**src/rtl/pmt_pkg.sv**
```systemverilog
// ----------------------------------------------------------------------------
// pmt_pkg
// Shared types and constants for the peer MAC table: operation codes, entry
// layout and the command and status groups between controller and datapath.
// ----------------------------------------------------------------------------
package pmt_pkg;

   localparam int TABLE_ENTRIES_DEF = 16;

   localparam int OP_W   = 3;
   localparam int MAC_W  = 48;
   localparam int IDX_W  = 4;
   localparam int FC_W   = 8;
   localparam int LEN_W  = 12;
   localparam int RSSI_W = 8;
   localparam int CNT_W  = 5;

   localparam logic [FC_W-1:0]         ACTION_FC     = 8'hD0;
   localparam logic [LEN_W-1:0]        ADDR2_OFFSET  = 12'd10;
   localparam logic [LEN_W-1:0]        MIN_FRAME_LEN = ADDR2_OFFSET + 12'd6;
   localparam logic signed [RSSI_W-1:0] NO_RSSI      = -8'sd128;

   typedef enum logic [OP_W-1:0] {
      OP_ADD          = 3'd0,
      OP_REMOVE_MAC   = 3'd1,
      OP_REMOVE_INDEX = 3'd2,
      OP_LOOKUP       = 3'd3,
      OP_OBSERVE      = 3'd4,
      OP_CLEAR        = 3'd5
   } op_type;

   typedef enum logic [1:0] {
      WALK_FROM_ZERO,
      WALK_FROM_HIT,
      WALK_FROM_INDEX
   } walk_from_type;

   typedef struct packed {
      logic [MAC_W-1:0]         mac;
      logic signed [RSSI_W-1:0] rssi;
   } entry_type;

   typedef struct packed {
      logic          load;
      logic          walk_start;
      walk_from_type walk_from;
      logic          walk_step;
      logic          shift_wr;
      logic          hit_capture;
      logic          rssi_from_frame;
      logic          obs_write;
      logic          append;
      logic          set_ok;
      logic          count_clear;
      logic          count_inc;
      logic          count_dec;
      logic          rsp_load;
   } cmd_type;

   typedef struct packed {
      op_type op;
      logic   full;
      logic   frame_ok;
      logic   index_ok;
      logic   hit;
      logic   walk_end;
      logic   rsp_free;
   } status_type;

endpackage

```
**src/rtl/pmt_ram.sv**
```systemverilog
// ----------------------------------------------------------------------------
// pmt_ram
// Generic single-write, single-read RAM with registered read data.
// ----------------------------------------------------------------------------
module pmt_ram #(
   parameter int WIDTH = 8,
   parameter int DEPTH = 16
) (
   input  logic                                       clock,
   input  logic                                       wr_en,
   input  logic [((DEPTH > 1) ? $clog2(DEPTH) : 1)-1:0] wr_addr,
   input  logic [WIDTH-1:0]                           wr_data,
   input  logic [((DEPTH > 1) ? $clog2(DEPTH) : 1)-1:0] rd_addr,
   output logic [WIDTH-1:0]                           rd_data
);

   logic [WIDTH-1:0] mem_ff [DEPTH];

   always_ff @(posedge clock) begin
      if (wr_en) begin
         mem_ff[wr_addr] <= wr_data;
      end
      rd_data <= mem_ff[rd_addr];
   end

endmodule

```
**src/rtl/pmt_dpath.sv**
```systemverilog
// ----------------------------------------------------------------------------
// pmt_dpath
// Datapath of the peer MAC table: request and result registers, entry RAM,
// walk pointer for search and compaction, entry count and output register.
// ----------------------------------------------------------------------------
module pmt_dpath #(
   parameter int TABLE_ENTRIES = pmt_pkg::TABLE_ENTRIES_DEF
) (
   input  logic                                 clock,
   input  logic                                 reset,
   input  pmt_pkg::cmd_type                     cmd,
   output pmt_pkg::status_type                  status,
   input  logic [pmt_pkg::OP_W-1:0]             req_operation,
   input  logic [pmt_pkg::MAC_W-1:0]            req_mac,
   input  logic [pmt_pkg::IDX_W-1:0]            req_index,
   input  logic                                 req_frame_is_management,
   input  logic [pmt_pkg::FC_W-1:0]             req_frame_control,
   input  logic [pmt_pkg::LEN_W-1:0]            req_frame_length,
   input  logic signed [pmt_pkg::RSSI_W-1:0]    req_frame_rssi,
   output logic                                 rsp_valid,
   input  logic                                 rsp_ready,
   output logic                                 rsp_ok,
   output logic                                 rsp_found,
   output logic [pmt_pkg::IDX_W-1:0]            rsp_match_index,
   output logic signed [pmt_pkg::RSSI_W-1:0]    rsp_stored_rssi,
   output logic [pmt_pkg::CNT_W-1:0]            rsp_entry_count
);

   localparam int AW = (TABLE_ENTRIES > 1) ? $clog2(TABLE_ENTRIES) : 1;
   localparam int CW = $clog2(TABLE_ENTRIES + 1);
   localparam int XW = ((CW > pmt_pkg::IDX_W) ? CW : pmt_pkg::IDX_W) + 1;
   localparam logic [CW-1:0] FULL_COUNT = CW'(TABLE_ENTRIES);

   // request registers
   pmt_pkg::op_type                   op_ff;
   logic [pmt_pkg::MAC_W-1:0]         mac_ff;
   logic [pmt_pkg::IDX_W-1:0]         idx_ff;
   logic                              frame_ok_ff;
   logic signed [pmt_pkg::RSSI_W-1:0] frssi_ff;

   // table control
   logic [CW-1:0] count_ff, count_in;
   logic [CW-1:0] rd_ptr_ff, rd_ptr_in;
   logic          pend_ff, pend_in;
   logic [AW-1:0] cur_ff, cur_in;

   // working result
   logic                              res_ok_ff, res_ok_in;
   logic                              res_found_ff, res_found_in;
   logic [pmt_pkg::IDX_W-1:0]         res_idx_ff, res_idx_in;
   logic signed [pmt_pkg::RSSI_W-1:0] res_rssi_ff, res_rssi_in;

   // output register
   logic                              rsp_valid_ff, rsp_valid_in;
   logic                              rsp_ok_ff;
   logic                              rsp_found_ff;
   logic [pmt_pkg::IDX_W-1:0]         rsp_idx_ff;
   logic signed [pmt_pkg::RSSI_W-1:0] rsp_rssi_ff;
   logic [pmt_pkg::CNT_W-1:0]         rsp_count_ff;

   // RAM ports
   logic                  wr_en;
   logic [AW-1:0]         wr_addr;
   pmt_pkg::entry_type    wr_entry;
   pmt_pkg::entry_type    rd_entry;
   logic [$bits(pmt_pkg::entry_type)-1:0] rd_raw;

   logic [XW-1:0] idx_ext;
   logic [XW-1:0] count_ext;

   pmt_ram #(
      .WIDTH ($bits(pmt_pkg::entry_type)),
      .DEPTH (TABLE_ENTRIES)
   ) u_ram (
      .clock   (clock),
      .wr_en   (wr_en),
      .wr_addr (wr_addr),
      .wr_data (wr_entry),
      .rd_addr (rd_ptr_ff[AW-1:0]),
      .rd_data (rd_raw)
   );

   assign rd_entry  = pmt_pkg::entry_type'(rd_raw);
   assign idx_ext   = XW'(idx_ff);
   assign count_ext = XW'(count_ff);

   always_comb begin
      status.op       = op_ff;
      status.full     = (count_ff == FULL_COUNT);
      status.frame_ok = frame_ok_ff;
      status.index_ok = (idx_ext < count_ext);
      status.hit      = pend_ff && (rd_entry.mac == mac_ff);
      status.walk_end = !pend_ff && (rd_ptr_ff >= count_ff);
      status.rsp_free = !rsp_valid_ff || rsp_ready;
   end

   // walk pointer: one read issued per step, data compared or moved in the next cycle
   always_comb begin
      rd_ptr_in = rd_ptr_ff;
      pend_in   = pend_ff;
      cur_in    = cur_ff;
      if (cmd.walk_start) begin
         pend_in = 1'b0;
         case (cmd.walk_from)
            pmt_pkg::WALK_FROM_HIT:   rd_ptr_in = CW'(cur_ff) + CW'(1);
            pmt_pkg::WALK_FROM_INDEX: rd_ptr_in = CW'(idx_ext + XW'(1));
            default:                  rd_ptr_in = '0;
         endcase
      end else if (cmd.walk_step) begin
         if (rd_ptr_ff < count_ff) begin
            pend_in   = 1'b1;
            cur_in    = rd_ptr_ff[AW-1:0];
            rd_ptr_in = rd_ptr_ff + CW'(1);
         end else begin
            pend_in = 1'b0;
         end
      end
   end

   always_comb begin
      wr_en    = 1'b0;
      wr_addr  = cur_ff;
      wr_entry = rd_entry;
      if (cmd.append) begin
         wr_en         = 1'b1;
         wr_addr       = count_ff[AW-1:0];
         wr_entry.mac  = mac_ff;
         wr_entry.rssi = '0;
      end else if (cmd.obs_write) begin
         wr_en         = 1'b1;
         wr_entry.mac  = mac_ff;
         wr_entry.rssi = frssi_ff;
      end else if (cmd.shift_wr && pend_ff) begin
         // move the entry one place down
         wr_en   = 1'b1;
         wr_addr = cur_ff - AW'(1);
      end
   end

   always_comb begin
      count_in = count_ff;
      if (cmd.count_clear) begin
         count_in = '0;
      end else if (cmd.count_inc) begin
         count_in = count_ff + CW'(1);
      end else if (cmd.count_dec) begin
         count_in = count_ff - CW'(1);
      end
   end

   always_comb begin
      res_ok_in    = res_ok_ff;
      res_found_in = res_found_ff;
      res_idx_in   = res_idx_ff;
      res_rssi_in  = res_rssi_ff;
      if (cmd.load) begin
         res_ok_in    = 1'b0;
         res_found_in = 1'b0;
         res_idx_in   = '0;
         res_rssi_in  = pmt_pkg::NO_RSSI;
      end
      if (cmd.hit_capture) begin
         res_found_in = 1'b1;
         res_idx_in   = pmt_pkg::IDX_W'(cur_ff);
         res_rssi_in  = cmd.rssi_from_frame ? frssi_ff : rd_entry.rssi;
      end
      if (cmd.set_ok) begin
         res_ok_in = 1'b1;
      end
   end

   assign rsp_valid_in = cmd.rsp_load || (rsp_valid_ff && !rsp_ready);

   always_ff @(posedge clock) begin
      if (reset) begin
         count_ff     <= '0;
         pend_ff      <= 1'b0;
         rsp_valid_ff <= 1'b0;
      end else begin
         count_ff     <= count_in;
         pend_ff      <= pend_in;
         rsp_valid_ff <= rsp_valid_in;
      end
   end

   always_ff @(posedge clock) begin
      rd_ptr_ff    <= rd_ptr_in;
      cur_ff       <= cur_in;
      res_ok_ff    <= res_ok_in;
      res_found_ff <= res_found_in;
      res_idx_ff   <= res_idx_in;
      res_rssi_ff  <= res_rssi_in;
      if (cmd.load) begin
         op_ff       <= pmt_pkg::op_type'(req_operation);
         mac_ff      <= req_mac;
         idx_ff      <= req_index;
         frssi_ff    <= req_frame_rssi;
         frame_ok_ff <= req_frame_is_management
                        && (req_frame_control == pmt_pkg::ACTION_FC)
                        && (req_frame_length >= pmt_pkg::MIN_FRAME_LEN);
      end
      if (cmd.rsp_load) begin
         rsp_ok_ff    <= res_ok_ff;
         rsp_found_ff <= res_found_ff;
         rsp_idx_ff   <= res_idx_ff;
         rsp_rssi_ff  <= res_rssi_ff;
         rsp_count_ff <= pmt_pkg::CNT_W'(count_ff);
      end
   end

   assign rsp_valid       = rsp_valid_ff;
   assign rsp_ok          = rsp_ok_ff;
   assign rsp_found       = rsp_found_ff;
   assign rsp_match_index = rsp_idx_ff;
   assign rsp_stored_rssi = rsp_rssi_ff;
   assign rsp_entry_count = rsp_count_ff;

endmodule

```
**src/rtl/pmt_ctrl.sv**
```systemverilog
// ----------------------------------------------------------------------------
// pmt_ctrl
// Controller of the peer MAC table: sequences decode, search walk,
// compaction walk and result hand-off for one item at a time.
// ----------------------------------------------------------------------------
module pmt_ctrl (
   input  logic                clock,
   input  logic                reset,
   input  logic                req_valid,
   output logic                req_ready,
   input  pmt_pkg::status_type status,
   output pmt_pkg::cmd_type    cmd
);

   typedef enum logic [2:0] {
      ST_IDLE,
      ST_DECODE,
      ST_SCAN,
      ST_SHIFT,
      ST_FINISH
   } state_type;

   state_type state_ff, state_in;

   always_comb begin
      cmd       = '0;
      state_in  = state_ff;
      req_ready = (state_ff == ST_IDLE);
      case (state_ff)
         ST_IDLE: begin
            if (req_valid) begin
               cmd.load = 1'b1;
               state_in = ST_DECODE;
            end
         end
         ST_DECODE: begin
            state_in = ST_FINISH;
            case (status.op)
               pmt_pkg::OP_ADD: begin
                  if (!status.full) begin
                     cmd.walk_start = 1'b1;
                     state_in       = ST_SCAN;
                  end
               end
               pmt_pkg::OP_REMOVE_MAC, pmt_pkg::OP_LOOKUP: begin
                  cmd.walk_start = 1'b1;
                  state_in       = ST_SCAN;
               end
               pmt_pkg::OP_OBSERVE: begin
                  if (status.frame_ok) begin
                     cmd.walk_start = 1'b1;
                     state_in       = ST_SCAN;
                  end
               end
               pmt_pkg::OP_REMOVE_INDEX: begin
                  if (status.index_ok) begin
                     cmd.set_ok     = 1'b1;
                     cmd.walk_start = 1'b1;
                     cmd.walk_from  = pmt_pkg::WALK_FROM_INDEX;
                     state_in       = ST_SHIFT;
                  end
               end
               pmt_pkg::OP_CLEAR: begin
                  cmd.count_clear = 1'b1;
                  cmd.set_ok      = 1'b1;
               end
               default: begin
                  state_in = ST_FINISH;
               end
            endcase
         end
         ST_SCAN: begin
            if (status.hit) begin
               cmd.hit_capture = 1'b1;
               state_in        = ST_FINISH;
               case (status.op)
                  pmt_pkg::OP_REMOVE_MAC: begin
                     cmd.set_ok     = 1'b1;
                     cmd.walk_start = 1'b1;
                     cmd.walk_from  = pmt_pkg::WALK_FROM_HIT;
                     state_in       = ST_SHIFT;
                  end
                  pmt_pkg::OP_LOOKUP: begin
                     cmd.set_ok = 1'b1;
                  end
                  pmt_pkg::OP_OBSERVE: begin
                     cmd.rssi_from_frame = 1'b1;
                     cmd.obs_write       = 1'b1;
                     cmd.set_ok          = 1'b1;
                  end
                  default: begin
                     // duplicate on add: report it, change nothing
                     cmd.set_ok = 1'b0;
                  end
               endcase
            end else if (status.walk_end) begin
               state_in = ST_FINISH;
               if (status.op == pmt_pkg::OP_ADD) begin
                  cmd.append    = 1'b1;
                  cmd.count_inc = 1'b1;
                  cmd.set_ok    = 1'b1;
               end
            end else begin
               cmd.walk_step = 1'b1;
            end
         end
         ST_SHIFT: begin
            if (status.walk_end) begin
               cmd.count_dec = 1'b1;
               state_in      = ST_FINISH;
            end else begin
               cmd.walk_step = 1'b1;
               cmd.shift_wr  = 1'b1;
            end
         end
         ST_FINISH: begin
            // hold until the output register can take the result
            if (status.rsp_free) begin
               cmd.rsp_load = 1'b1;
               state_in     = ST_IDLE;
            end
         end
         default: begin
            state_in = ST_IDLE;
         end
      endcase
   end

   always_ff @(posedge clock) begin
      if (reset) begin
         state_ff <= ST_IDLE;
      end else begin
         state_ff <= state_in;
      end
   end

endmodule

```
**src/rtl/peer_mac_table_with_rssi.sv**
```systemverilog
// ----------------------------------------------------------------------------
// peer_mac_table_with_rssi
// Compacted table of peer MAC addresses with last-seen RSSI per entry.
// ----------------------------------------------------------------------------
// One item is handled at a time. Entries sit in a single RAM with one read
// and one write port, and every search or compaction walks it one entry per
// cycle. A search (lookup, add, observe, remove by MAC) compares the stored
// entries in order until a match or the last entry. Remove by MAC then moves
// every entry after the removed one down one place, and remove by index does
// the same after the given index. Clear or a rejected item walks no entry.
// A finished result waits in the output register while the next item is
// already accepted. No clearing pass follows reset: the table starts empty.
module peer_mac_table_with_rssi #(
   parameter int TABLE_ENTRIES = pmt_pkg::TABLE_ENTRIES_DEF
) (
   input  logic                              clock,
   input  logic                              reset,
   input  logic                              req_valid,
   output logic                              req_ready,
   input  logic [pmt_pkg::OP_W-1:0]          req_operation,
   input  logic [pmt_pkg::MAC_W-1:0]         req_mac,
   input  logic [pmt_pkg::IDX_W-1:0]         req_index,
   input  logic                              req_frame_is_management,
   input  logic [pmt_pkg::FC_W-1:0]          req_frame_control,
   input  logic [pmt_pkg::LEN_W-1:0]         req_frame_length,
   input  logic signed [pmt_pkg::RSSI_W-1:0] req_frame_rssi,
   output logic                              rsp_valid,
   input  logic                              rsp_ready,
   output logic                              rsp_ok,
   output logic                              rsp_found,
   output logic [pmt_pkg::IDX_W-1:0]         rsp_match_index,
   output logic signed [pmt_pkg::RSSI_W-1:0] rsp_stored_rssi,
   output logic [pmt_pkg::CNT_W-1:0]         rsp_entry_count
);

   pmt_pkg::cmd_type    cmd;
   pmt_pkg::status_type status;

   pmt_ctrl u_ctrl (
      .clock     (clock),
      .reset     (reset),
      .req_valid (req_valid),
      .req_ready (req_ready),
      .status    (status),
      .cmd       (cmd)
   );

   pmt_dpath #(
      .TABLE_ENTRIES (TABLE_ENTRIES)
   ) u_dpath (
      .clock                   (clock),
      .reset                   (reset),
      .cmd                     (cmd),
      .status                  (status),
      .req_operation           (req_operation),
      .req_mac                 (req_mac),
      .req_index               (req_index),
      .req_frame_is_management (req_frame_is_management),
      .req_frame_control       (req_frame_control),
      .req_frame_length        (req_frame_length),
      .req_frame_rssi          (req_frame_rssi),
      .rsp_valid               (rsp_valid),
      .rsp_ready               (rsp_ready),
      .rsp_ok                  (rsp_ok),
      .rsp_found               (rsp_found),
      .rsp_match_index         (rsp_match_index),
      .rsp_stored_rssi         (rsp_stored_rssi),
      .rsp_entry_count         (rsp_entry_count)
   );

   a_no_add_when_full: assert property (@(posedge clock) disable iff (reset)
      cmd.count_inc |-> !status.full)
      else $error("entry count raised on a full table");

   a_capture_on_hit: assert property (@(posedge clock) disable iff (reset)
      cmd.hit_capture |-> status.hit)
      else $error("match captured without a hit");

   a_single_writer: assert property (@(posedge clock) disable iff (reset)
      $onehot0({cmd.append, cmd.obs_write, cmd.shift_wr}))
      else $error("more than one table write source active");

   a_busy_after_accept: assert property (@(posedge clock) disable iff (reset)
      (req_valid && req_ready) |=> !req_ready)
      else $error("new item accepted while one is in work");

endmodule
```
**config.mk**
```make
export PLATFORM = sky130hd
export DESIGN_NAME = peer_mac_table_with_rssi
export DESIGN_NICKNAME = d
export VERILOG_FILES = /design/src/rtl/pmt_pkg.sv /design/src/rtl/pmt_ram.sv /design/src/rtl/pmt_dpath.sv /design/src/rtl/pmt_ctrl.sv /design/src/rtl/peer_mac_table_with_rssi.sv
export SDC_FILE = /design/constraint.sdc
export NUM_CORES = 1
export LEC_CHECK = 0
export ABC_AREA = 1
export BUFFER_PORTS_ARGS = -buffer_cell sky130_fd_sc_hd__buf_2
export CORE_ASPECT_RATIO = 0.8
export CORE_MARGIN = 1.5
export CORE_UTILIZATION = 45
export DETAILED_ROUTE_END_ITERATION = 8
export HOLD_SLACK_MARGIN = 0.12
export PLACE_DENSITY = 0.65
export SETUP_SLACK_MARGIN = 0.2
export SLEW_MARGIN = 20
export SYNTH_ARGS = -nofsm -noshare
export SYNTH_HDL_FRONTEND = slang
export SYNTH_SLANG_ARGS = --single-unit
```
**constraint.sdc**
```tcl
create_clock -name clock -period 6.8 [get_ports clock]
set_clock_uncertainty 0.05 [all_clocks]
set_input_delay 0.68 -clock clock [delete_from_list [all_inputs] [get_ports clock]]
set_output_delay 0.68 -clock clock [all_outputs]
set_load 0.005 [all_outputs]
```
# [Word level (Yosys, flattened, before mapping)]
# Memory sizes are Yosys's and may differ from the RTL's. A register that Yosys moved wholly into a read port is not among the register bits.
# Index checks and enable logic that the tools add are counted.
[totals] register_bits=116 in_bits=88 elab_cells=140 n_memories=1 output_inout_bits=21 ram_bits=896
[op_classes] addsub=6 n_mux=68 reduce_logical=24 eq_ne=16 order_cmp=4 n_bitwise=1
[memory_table] memory="u_dpath.u_ram.mem_ff" depth=16 word_bits=56 rd=1 rd_clocked_by_memory_dff=1 wr=1 line="pmt_ram.sv:17" rtl="logic [WIDTH-1:0] mem_ff [DEPTH];"
[op_table] op="$mux 56" n=2
[op_table] op="$eq 48x48->1" n=1
[op_table] op="$mux 3" n=12
[op_table] op="$mux 1" n=27
[op_table] op="$mux 5" n=5
[op_table] op="$mux 4" n=6
[op_table] op="$mux 8" n=3
[op_table] op="$pmux 3 s5" n=1
[op_table] op="$eq 3x2->1 const B" n=4
[op_table] op="$ge 12x5->1 const B" n=1
[op_table] op="$pmux 3 s4" n=1
[op_table] op="$add 4x1->5 const B" n=2
[op_table] op="$add 5x1->5 const B" n=2
[op_table] op="$mux 2" n=5
[op_table] op="$pmux 5 s2" n=1
[op_table] op="$eq 3x3->1 const B" n=3
[op_table] op="$eq 8x8->1 const B" n=1
[op_table] op="$reduce_bool 2->1" n=4
[op_table] op="$eq 3x1->1 const B" n=2
[op_table] op="$logic_and 1x1->1" n=6
[op_table] op="$logic_not 3->1" n=2
[op_table] op="$pmux 1 s2" n=3
[op_table] op="$pmux 3 s2" n=1
[op_table] op="$reduce_or 2->1" n=3
[op_table] op="other kinds (16)" n=21

# [Depth between registers and ports, before layout]
# Gate-level depths: netlist (run 1).
[logic_depth] word_depth=10 ltp_mapped=20

# [Modules after synthesis]
# Synthesis (run 1) repeated with hierarchy kept, for this count alone.
[hier_totals] hier_cells=4392 hier_area_um2=45946.6
[modules_own_cells] mod="pmt_ram" cells_each=3688 n_inst=1 area_per_inst_um2=39679.3
[modules_own_cells] mod="pmt_dpath" cells_each=632 n_inst=1 area_per_inst_um2=5838.1
[modules_own_cells] mod="pmt_ctrl" cells_each=72 n_inst=1 area_per_inst_um2=429.2

# [Worst setup path after synthesis (run 1)]
# No wires, ideal clock.
[synth_timing] path_type="reg-to-reg" from="reg u_dpath.rd_ptr_ff[0]" to="mem u_dpath.u_ram.mem_ff[3][0] (netlist name), enable pin" required_ns=6.280 arrival_ns=4.556 period_less_slack_ns=5.076 slack_ns=1.724 stages_incl_launch_ff=17 path_cell_list="edfxtp_1 > buf_4 > buf_6 > inv_2 > buf_2 > buf_2 > ha_1 > nand2_1 > nand4_1 > nand2_1 > nor2_4 > buf_6 > nand2_1 > nand2_2 > nor2_2 > inv_1 > nor2_1"
[synth_between] elab_chain_len=10 elab_cells_between_ends=16
[synth_lines] item="start, declared" line="pmt_dpath.sv:43" rtl="logic [CW-1:0] rd_ptr_ff, rd_ptr_in;"
[synth_lines] item="start signal, assigned" line="pmt_dpath.sv:187" rtl="rd_ptr_ff <= rd_ptr_in;"
[synth_lines] item="$ge 5x5->1 (*)" line="pmt_dpath.sv:93" rtl="status.walk_end = !pend_ff && (rd_ptr_ff >= count_ff);"
[synth_lines] item="$logic_and 1x1->1 (*)" line="pmt_dpath.sv:93"
[synth_lines] item="$mux 2" line="pmt_ctrl.sv:108" rtl="if (status.walk_end) begin"
[synth_lines] item="$mux 1" line="pmt_ctrl.sv:29" rtl="case (state_ff)"
[synth_lines] item="$logic_and 1x1->1" line="pmt_dpath.sv:133" rtl="end else if (cmd.shift_wr && pend_ff) begin"
[synth_lines] item="$mux 1" line="pmt_dpath.sv:133"
[synth_lines] item="$mux 1" line="pmt_dpath.sv:129" rtl="end else if (cmd.obs_write) begin"
[synth_lines] item="$mux 1" line="pmt_dpath.sv:124" rtl="if (cmd.append) begin"
[synth_lines] item="$mux 1" line="pmt_ram.sv:20" rtl="if (wr_en) begin"
[synth_lines] item="$mux 1 (implied by the code)" line="pmt_ram.sv:21" rtl="mem_ff[wr_addr] <= wr_data;"
[synth_lines] item="end, declared" line="pmt_ram.sv:17"
# Every way passes the cells marked *; elsewhere a longest branch is shown, timed or not.

# [Worst setup path after layout (run 1)]
[layout_timing] from="reg u_dpath.rd_ptr_ff[0]" to="mem u_dpath.u_ram.mem_ff[6][28] (netlist name), enable pin"
# Same word-level chain as after synthesis.

==> flow_results.org, run 1 <==
** Routing
- Routed len/inst :: 21.5 um
- For this run, the detailed router's first-pass iteration total came to 7.
- Post-route antenna net violation count :: 0
- The final layout contains routed wiring with a total length of 101000 um.
- Vias after detailed routing :: 26000
- In this run, the number of DRC markers left after iteration 0 of detailed routing was 2909.
- Via density :: 5.52
- Drt drc :: 0

** Clocking
- The tree is rooted in a sky130_fd_sc_hd__clkbuf_16.
- Num Clock Sinks :: 1068
- TritonCTS clock tree :: yes
- Cts hold-fix bufs :: 62
- Clock-pin slew was measured on the worst setup and hold paths at 0.06 ns.
- Number of CTS-inserted buffers :: 101
- After clock tree synthesis, the repair step resized 0 gates.
- In this run the post-CTS setup repair buffer count came out at 0.
- Maximum count of clock buffers along a single path :: 3
- Maximum level of the CTS H-tree :: 3
- For the worst-skew pair, the clock arrives at the later sink with an insertion delay of 0.69 ns.

** Logic synthesis
- Synth warn :: 0
- The share of the Yosys chip area taken by registers is 0.739.
- Number of synthesized flops with an enable pin :: 1000
- The synthesized netlist occupies a cell area of 0.0425 mm^2.
- Flip-flop and latch count after synthesis :: 1068
- Among all flip-flop cells after synthesis, the most frequent one is sky130_fd_sc_hd__edfxtp_1.
- Synthesized instance count :: 3251
- After synthesis, the share of flip-flops with an asynchronous set or reset is 0.
- The synthesized netlist contains 44 unique library cells.
- Post-synthesis area per instance :: 13.1 um^2
- The number of nets handed over by synthesis was 3356.

** Layout
- Leaving out fill and tap cells, the most frequent cell in the layout is sky130_fd_sc_hd__edfxtp_1.
- Share of cells above drive strength 1 :: 0.111
- The multi-input combinational cells in the finished layout cover a total of 0.00981 mm^2.
- The area growth from synthesis to layout is 14.1%.
- Leaving out fill and tap cells, the most frequent cells in the layout are 1000 x sky130_fd_sc_hd__edfxtp_1, 579 x sky130_fd_sc_hd__nor2_1, 395 x sky130_fd_sc_hd__nand2_1.
- Number of nets in the finished design :: 3516
- Summing all flip-flop and latch instances after layout gives 0.0314 mm^2.
- 0 antenna diodes ended up in the layout.
- Filler Cell Count :: 7770

** Global route
- The number of antenna violations at the first check in global routing came to 1.
- Total congestion overflow :: 0
- Overall routing resource usage :: 0.208
- Vias in the first global route :: 24500
- Wire length of the first global-routing pass :: 152000 um
- Entering global routing, the biggest net connects 219 pins.

** Floorplanning
- Measured along the x axis, the die boundary spans 347 um.
- The core region is 0.0933 mm^2.
- Pin placement for this block handled 109 I/O pins.
- For this configuration, the core starts out at a cell density of 0.455.
- Site row count :: 100
- Die Height :: 278 um
- The floorplan step defined a die boundary enclosing 0.0963 mm^2.

** Pwr
- Total Power :: 15.0 mW
- Total power per unit cell area :: 309 mW/mm^2
- Worst supply voltage drop on vdd :: 0.000214 V
- Static leakage power :: 16.9 nW

** STA
- Worst slew pin tran :: 1.13 ns
- The number of failing hold endpoints at the final stage came to 0.
- Highest achievable clock rate :: 216 MHz
- Setup total negative slack on the finished layout was measured at 0 ns.
- Max-slew headroom :: 0.248
- Of the available clock period, the critical path in the final layout requires 0.680.
- Period minus WS final :: 4.62 ns
- The number of max-slew violations in the final report came to 0.
- Worst Hold Margin :: 0.171 ns
- RSZ-0062 raised after global routing :: false
- Final-report setup violation count :: 0

** Worst setup path
- Crit path launch type :: flop
- Measured in cells, the most critical reg-to-reg path has a length of 14.
- For the worst setup path, the data required time is 7.08 ns.
- Setup slack on the worst reg-to-reg path comes out at 2.18 ns.
- CP Max Fanout :: 112
- The worst setup path is captured at a flop.
- Reg2reg end :: u_dpath.u_ram.mem_ff[6][28]
- CP Data Arrival Time :: 4.90 ns
- In this run the critical register-to-register path is launched from u_dpath.rd_ptr_ff[0].
- The critical path is of the reg2reg type.

** Run status
- The run finished with clean final reports.

** Min path
- The path class of the tightest hold or removal check is in2reg.
- Worst min-delay path endpoint :: u_dpath.mac_ff[44]
- Counting instances, the worst hold path has a depth of 1.
- The startpoint identified for the worst hold timing path is req_mac[44].

** Place
- Post-DP HPWL :: 52400 um
- Number of port buffers :: 104
- Placer's final routability congestion estimate :: 0.831

** Flow run
- Max-cap violation count :: 0
[layer usage]
| layer | vias up | GRT usage | wire [um] |
|---|---|---|---|
| met5 | - | 0 | 8 |
| met4 | 2 | 0.0554 | 2320 |
| met3 | 150 | 0.0268 | 6030 |
| met2 | 763 | 0.330 | 47100 |
| met1 | 12900 | 0.304 | 46000 |
| li1 | 12200 | - | - |
[cells in the mapped netlist (10+ instances only)]
| cell | instances | share of area |
|---|---|---|
| sky130_fd_sc_hd__buf_2 | 50 | 0.0059 |
| sky130_fd_sc_hd__o211ai_1 | 22 | 0.0039 |
| sky130_fd_sc_hd__o221ai_1 | 90 | 0.019 |
| sky130_fd_sc_hd__edfxtp_1 | 1000 | 0.71 |
| sky130_fd_sc_hd__nor2_1 | 588 | 0.052 |
| sky130_fd_sc_hd__nand2_1 | 395 | 0.035 |
| sky130_fd_sc_hd__mux2i_1 | 91 | 0.021 |
| sky130_fd_sc_hd__a21oi_1 | 13 | 0.0015 |
| sky130_fd_sc_hd__inv_1 | 143 | 0.013 |
| sky130_fd_sc_hd__ha_1 | 16 | 0.0047 |
| sky130_fd_sc_hd__dfxtp_1 | 68 | 0.032 |
| sky130_fd_sc_hd__clkbuf_1 | 120 | 0.011 |
| sky130_fd_sc_hd__o32ai_1 | 134 | 0.028 |
| sky130_fd_sc_hd__o21ai_0 | 283 | 0.033 |
| sky130_fd_sc_hd__inv_2 | 10 | 0.00088 |
| sky130_fd_sc_hd__nand3_1 | 130 | 0.015 |
[registers in the layout, indices dropped and copies added, names as in the netlist, 3 cells and up]
signal	cells
u_dpath.idx_ff	4
u_dpath.op_ff	3
u_dpath.rsp_match_index	4
u_dpath.res_idx_ff	4
u_ctrl.state_ff	3
u_dpath.rsp_stored_rssi	8
u_dpath.res_rssi_ff	8
u_dpath.u_ram.rd_data	56
u_dpath.u_ram.mem_ff	896
u_dpath.rsp_entry_count	5
u_dpath.mac_ff	48
u_dpath.cur_ff	4
u_dpath.rd_ptr_ff	5
u_dpath.count_ff	5
u_dpath.frssi_ff	8
[kinds of logic after synthesis]
kind of cell / synth area share
multiplexers: 0.0214
buffers and inverters: 0.0323
AND/OR/NAND/NOR: 0.112
adder cells (fa/ha/maj): 0.00518
AO/OA/AOI/OAI: 0.0870
XOR/XNOR: 0.00348
flip-flops: 0.739
[how the worst max path moves through the flow]
stage	startpoint	to	depth (start not counted)
finish	u_dpath.rd_ptr_ff[0]	u_dpath.u_ram.mem_ff[6][28]	14
global route	u_dpath.rd_ptr_ff[0]	u_dpath.u_ram.mem_ff[6][23]	15
CTS	u_dpath.rd_ptr_ff[0]	u_dpath.u_ram.mem_ff[6][23]	14
detailed placement	u_dpath.rd_ptr_ff[0]	u_dpath.u_ram.mem_ff[6][23]	14
global placement	u_dpath.rd_ptr_ff[0]	u_dpath.u_ram.mem_ff[10][53]	12
floorplan	u_dpath.rd_ptr_ff[0]	u_dpath.u_ram.mem_ff[3][0]	16
[cell type report]
class                           count  share of cell area
Inverter                          154              0.0126
Multi-Input combinational cell   1845               0.202
Clock buffer                      149              0.0594
Timing Repair Buffer              241              0.0379
Tap cell                         1224              0.0316
Sequential cell                  1068               0.648
Clock inverter                     40             0.00862
[worst max-delay path: stages, from the launching register on]
cell and delay (ns):
sky130_fd_sc_hd__edfxtp_1 0.47, sky130_fd_sc_hd__inv_8 0.51, sky130_fd_sc_hd__ha_1 0.35, sky130_fd_sc_hd__nand2_1 0.07
sky130_fd_sc_hd__nand4_1 0.18, sky130_fd_sc_hd__nand2_1 0.22, sky130_fd_sc_hd__nor2_4 0.05, sky130_fd_sc_hd__inv_2 0.50
sky130_fd_sc_hd__nand2_1 0.13, sky130_fd_sc_hd__nand2_2 0.14, sky130_fd_sc_hd__nand2_1 0.13, sky130_fd_sc_hd__inv_1 0.11
sky130_fd_sc_hd__nand3_1 0.12, sky130_fd_sc_hd__inv_4 0.67, sky130_fd_sc_hd__buf_4 0.44
[power breakdown]
part	total, mW	internal [mW]	switching (mW)	leakage (nW)
clock network	5.59	3.17	2.42	1.62
logic	1.61	0.473	1.14	5.61
registers	7.77	7.65	0.120	9.63
[stage by stage]
step / setup slack, ns / area [um^2] / utilization / cells
3_3_place_gp: 2.25 / 44500 / 0.477 / 4469
3_5_place_dp: 2.22 / 44500 / 0.477 / 4470
4_1_cts: 2.19 / 48500 / 0.519 / 4721
2_1_floorplan: 1.72 / 42500 / - / 3251
6_report: 2.18 / 48500 / 0.519 / 4721
5_1_grt: 1.96 / 48500 / 0.519 / 4721
No activity file was read; power rests on OpenSTA's default activity.
==> run 2: changes to the inputs <==
==> constraint.sdc (replaced) <==
create_clock -name clock -period 4.7 [get_ports clock]
set_clock_uncertainty 0.05 [all_clocks]
set_input_delay 0.47 -clock clock [delete_from_list [all_inputs] [get_ports clock]]
set_output_delay 0.47 -clock clock [all_outputs]
set_load 0.005 [all_outputs]
==> run 2 against run 1 <==
  * Via count is 2.0% higher
  * Fmax is 18% higher
  * Global-route usage is 0.92 points higher
  * Sequential cell count stayed put
  * Critical path type unchanged
  * Critical endpoint is now u_dpath.u_ram.rd_data[48]
  * Highest routed layer unchanged
==> flow_results.org, run 2 (same netlist as run 1, synthesis figures left out) <==
** Clocking
- Worst-path clk slew :: 0.06 ns (about the same)
- Number of CTS-inserted buffers :: 101 (unchanged)
- The cts-stage hold buffer count was 69 (+11%).
- The post-CTS setup repair buffer count is 0 (unchanged).
- The source-to-sink clock delay at the later pin of the worst-skew pair came to 0.69 ns (about the same).
- Buffer type at the clock tree root :: sky130_fd_sc_hd__clkbuf_16
- The number of clock sinks came to 1068 (unchanged).
- Maximum count of clock buffers along a single path :: 3 (unchanged)
- Maximum level of the CTS H-tree :: 3 (unchanged)
- TritonCTS clock tree :: yes
- Post-cts repair resize count :: 0 (unchanged)

** Layout
- Number of nets in the finished design :: 3541 (+0.71%)
- The library cell used most frequently in the layout, excluding fill and tap cells, is sky130_fd_sc_hd__edfxtp_1.
- Final Instance Count excl. Fillers :: 4747 (+0.55%)
- Commonest non-fill, non-tap cells in the layout :: 1000 x sky130_fd_sc_hd__edfxtp_1, 579 x sky130_fd_sc_hd__nor2_1, 395 x sky130_fd_sc_hd__nand2_1
- Total non-filler cell area in the finished layout :: 0.0487 mm^2 (+0.53%)
- Biggest regs :: u_dpath.u_ram.mem_ff x896, u_dpath.u_ram.rd_data x56, u_dpath.mac_ff x48
- Synth-to-Final Area Change :: 14.7%
- More flip-flops sit in one register than any other, and that register is u_dpath.u_ram.mem_ff.
- The end-of-flow core utilization came to 0.522 (+0.00276).
- The number of flip-flops under the largest register name is 896 (unchanged).
- The fraction of layout instances using a drive strength above 1 was 0.114 (+0.00347).

** Routing
- The routed length per instance is 22.4 um (+4.1%).
- First drt pass iteration count :: 5 (-2)
- Post-route antenna net violation count :: 0 (unchanged)
- The total via count after detailed routing was 26600 (+2.0%).
- Drt drc :: 0 (unchanged)
- Via density :: 5.60 (+1.4%)
- Overall routed net length :: 106000 um (+4.6%)
- The violation count after the first detailed-routing iteration was 2913 (+0.14%).

** STA
- The number of max-slew violations in the final report was 0 (unchanged).
- The worst slew margin relative to its limit is 0.123 (-0.125).
- Period minus WS final :: 3.93 ns (-0.692 ns)
- The number of failing hold endpoints at the final stage is 0 (unchanged).
- The maximum clock frequency was 254 MHz (+18%).
- The measured slew at the worst slew-check pin was 1.32 ns (+0.187 ns).
- The final sum of negative setup slack is 0 ns (unchanged).
- The number of failing setup endpoints in the final timing report came to 0 (unchanged).
- RSZ-0062 raised after global routing :: false
- Portion of the clock cycle consumed by the worst path in the final layout :: 0.836 (+0.157)

** Place
- Instance area after placement :: 0.0448 mm^2 (+0.60%)
- The number of placed instances, taps included was 4488 (+0.40%).
- Number of port buffers :: 104 (unchanged)
- Post-DP HPWL :: 55900 um (+6.7%)
- The placer congestion estimate is 0.852 (+2.5%).

** Global route
- The total global routing overflow came to 0 (unchanged).
- Wire length of the first global-routing pass :: 157000 um (+3.3%)
- Antenna violations before repair :: 3 (+2)
- Vias in the first global route :: 24600 (+0.52%)
- Overall routing resource usage :: 0.218 (+0.00919)
- Pin count of the biggest net entering global routing :: 233 (+6.4%)

** Pwr
- Total Power :: 21.5 mW (+44%)
- Total power per unit cell area :: 442 mW/mm^2 (+43%)
- Static leakage power :: 17.0 nW (+0.78%)
- The largest voltage drop on the vdd net came to 0.000337 V (+57%).

** Floorplanning
- Core Region :: 0.0933 mm^2 (unchanged)
- The number of placement rows is 100 (unchanged).
- The height of the chip was 278 um (unchanged).
- DIE AREA :: 0.0963 mm^2 (unchanged)
- Initial Util :: 0.455 (unchanged)
- The number of ports placed on the die boundary was 109 (unchanged).
- The width of the die came to 347 um (unchanged).

** Worst setup path
- CP Max Fanout :: 194 (+73%)
- CP Data Arrival Time :: 4.49 ns (-0.41 ns)
- STA classifies the critical path startpoint as a flop.
- CP Capture Type :: flop
- The endpoint required time on the critical path is 5.26 ns (-1.82 ns).
- The critical path in this run is classified as reg2reg.

** Flow run
- Max-cap violation count :: 0 (unchanged)

** Min path
- The tightest min-delay check is of the reg2reg type.

** Run status
- The flow ran to the end, and the final reports show no timing, DRC or antenna violations.
-- run 2: cell types whose count changed in the layout (fill, tap and decap cells not counted), sizes merged, moves of 2 or more --
cell	change
inv	+2
dlygate4sd3	+7
clkbuf	-11
clkinv	+10
buf	+18
-- run 2: per-layer routing --
layer	up-vias	GRT usage	share of wire
met5	-	0	0.00012
met4	2	0.0687	0.028
met3	173	0.0394	0.078
met2	994	0.336	0.46
met1	13100	0.314	0.44
li1	12300	-	-
-- run 2: critical path, cell delays in order (launching register included) --
cell	delay, ns
sky130_fd_sc_hd__edfxtp_1	0.49
sky130_fd_sc_hd__buf_12	0.48
sky130_fd_sc_hd__buf_12	0.51
sky130_fd_sc_hd__buf_4	1.03
sky130_fd_sc_hd__o21ai_0	0.25
sky130_fd_sc_hd__o221ai_1	0.28
sky130_fd_sc_hd__o211ai_1	0.13
sky130_fd_sc_hd__nand3_1	0.11
-- run 2: final cells by class --
cell class	instances	area, um^2
sequential	1068	31400
fill	7783	44600
timing repair buffer	266	2170
inverter	154	609
clock inverter	51	437
multi-input combinational	1845	9800
tap	1224	1530
antenna	1	2.50
clock buffer	138	2790
-- run 2: metrics by stage --
step | hold WS (ns) | worst slack, ns
floorplan | 0.350 | -0.373
global placement | 0.355 | 0.869
detailed placement | 0.355 | 0.833
CTS | 0.370 | 0.786
global route | 0.373 | 0.519
finish | 0.368 | 0.769
-- run 2: power breakdown --
part / switching (mW) / total (mW) / internal, mW / leakage (nW)
clock: 3.49 / 7.94 / 4.45 / 1.59
sequential: 0.161 / 11.2 / 11.1 / 9.63
combinational: 1.69 / 2.38 / 0.699 / 5.78
-- run 2: worst paths after layout --
path | from | endpoint | slack (ns) | cells after the start
worst min register to register | u_dpath.res_rssi_ff[6] | u_dpath.rsp_stored_rssi[6] | 0.37 | 0
worst min-delay path | u_dpath.res_rssi_ff[6] | u_dpath.rsp_stored_rssi[6] | 0.37 | 0
worst max register to register | u_dpath.rd_ptr_ff[0] | u_dpath.u_ram.rd_data[48] | 0.77 | 7
worst max-delay path | u_dpath.rd_ptr_ff[0] | u_dpath.u_ram.rd_data[48] | 0.77 | 7
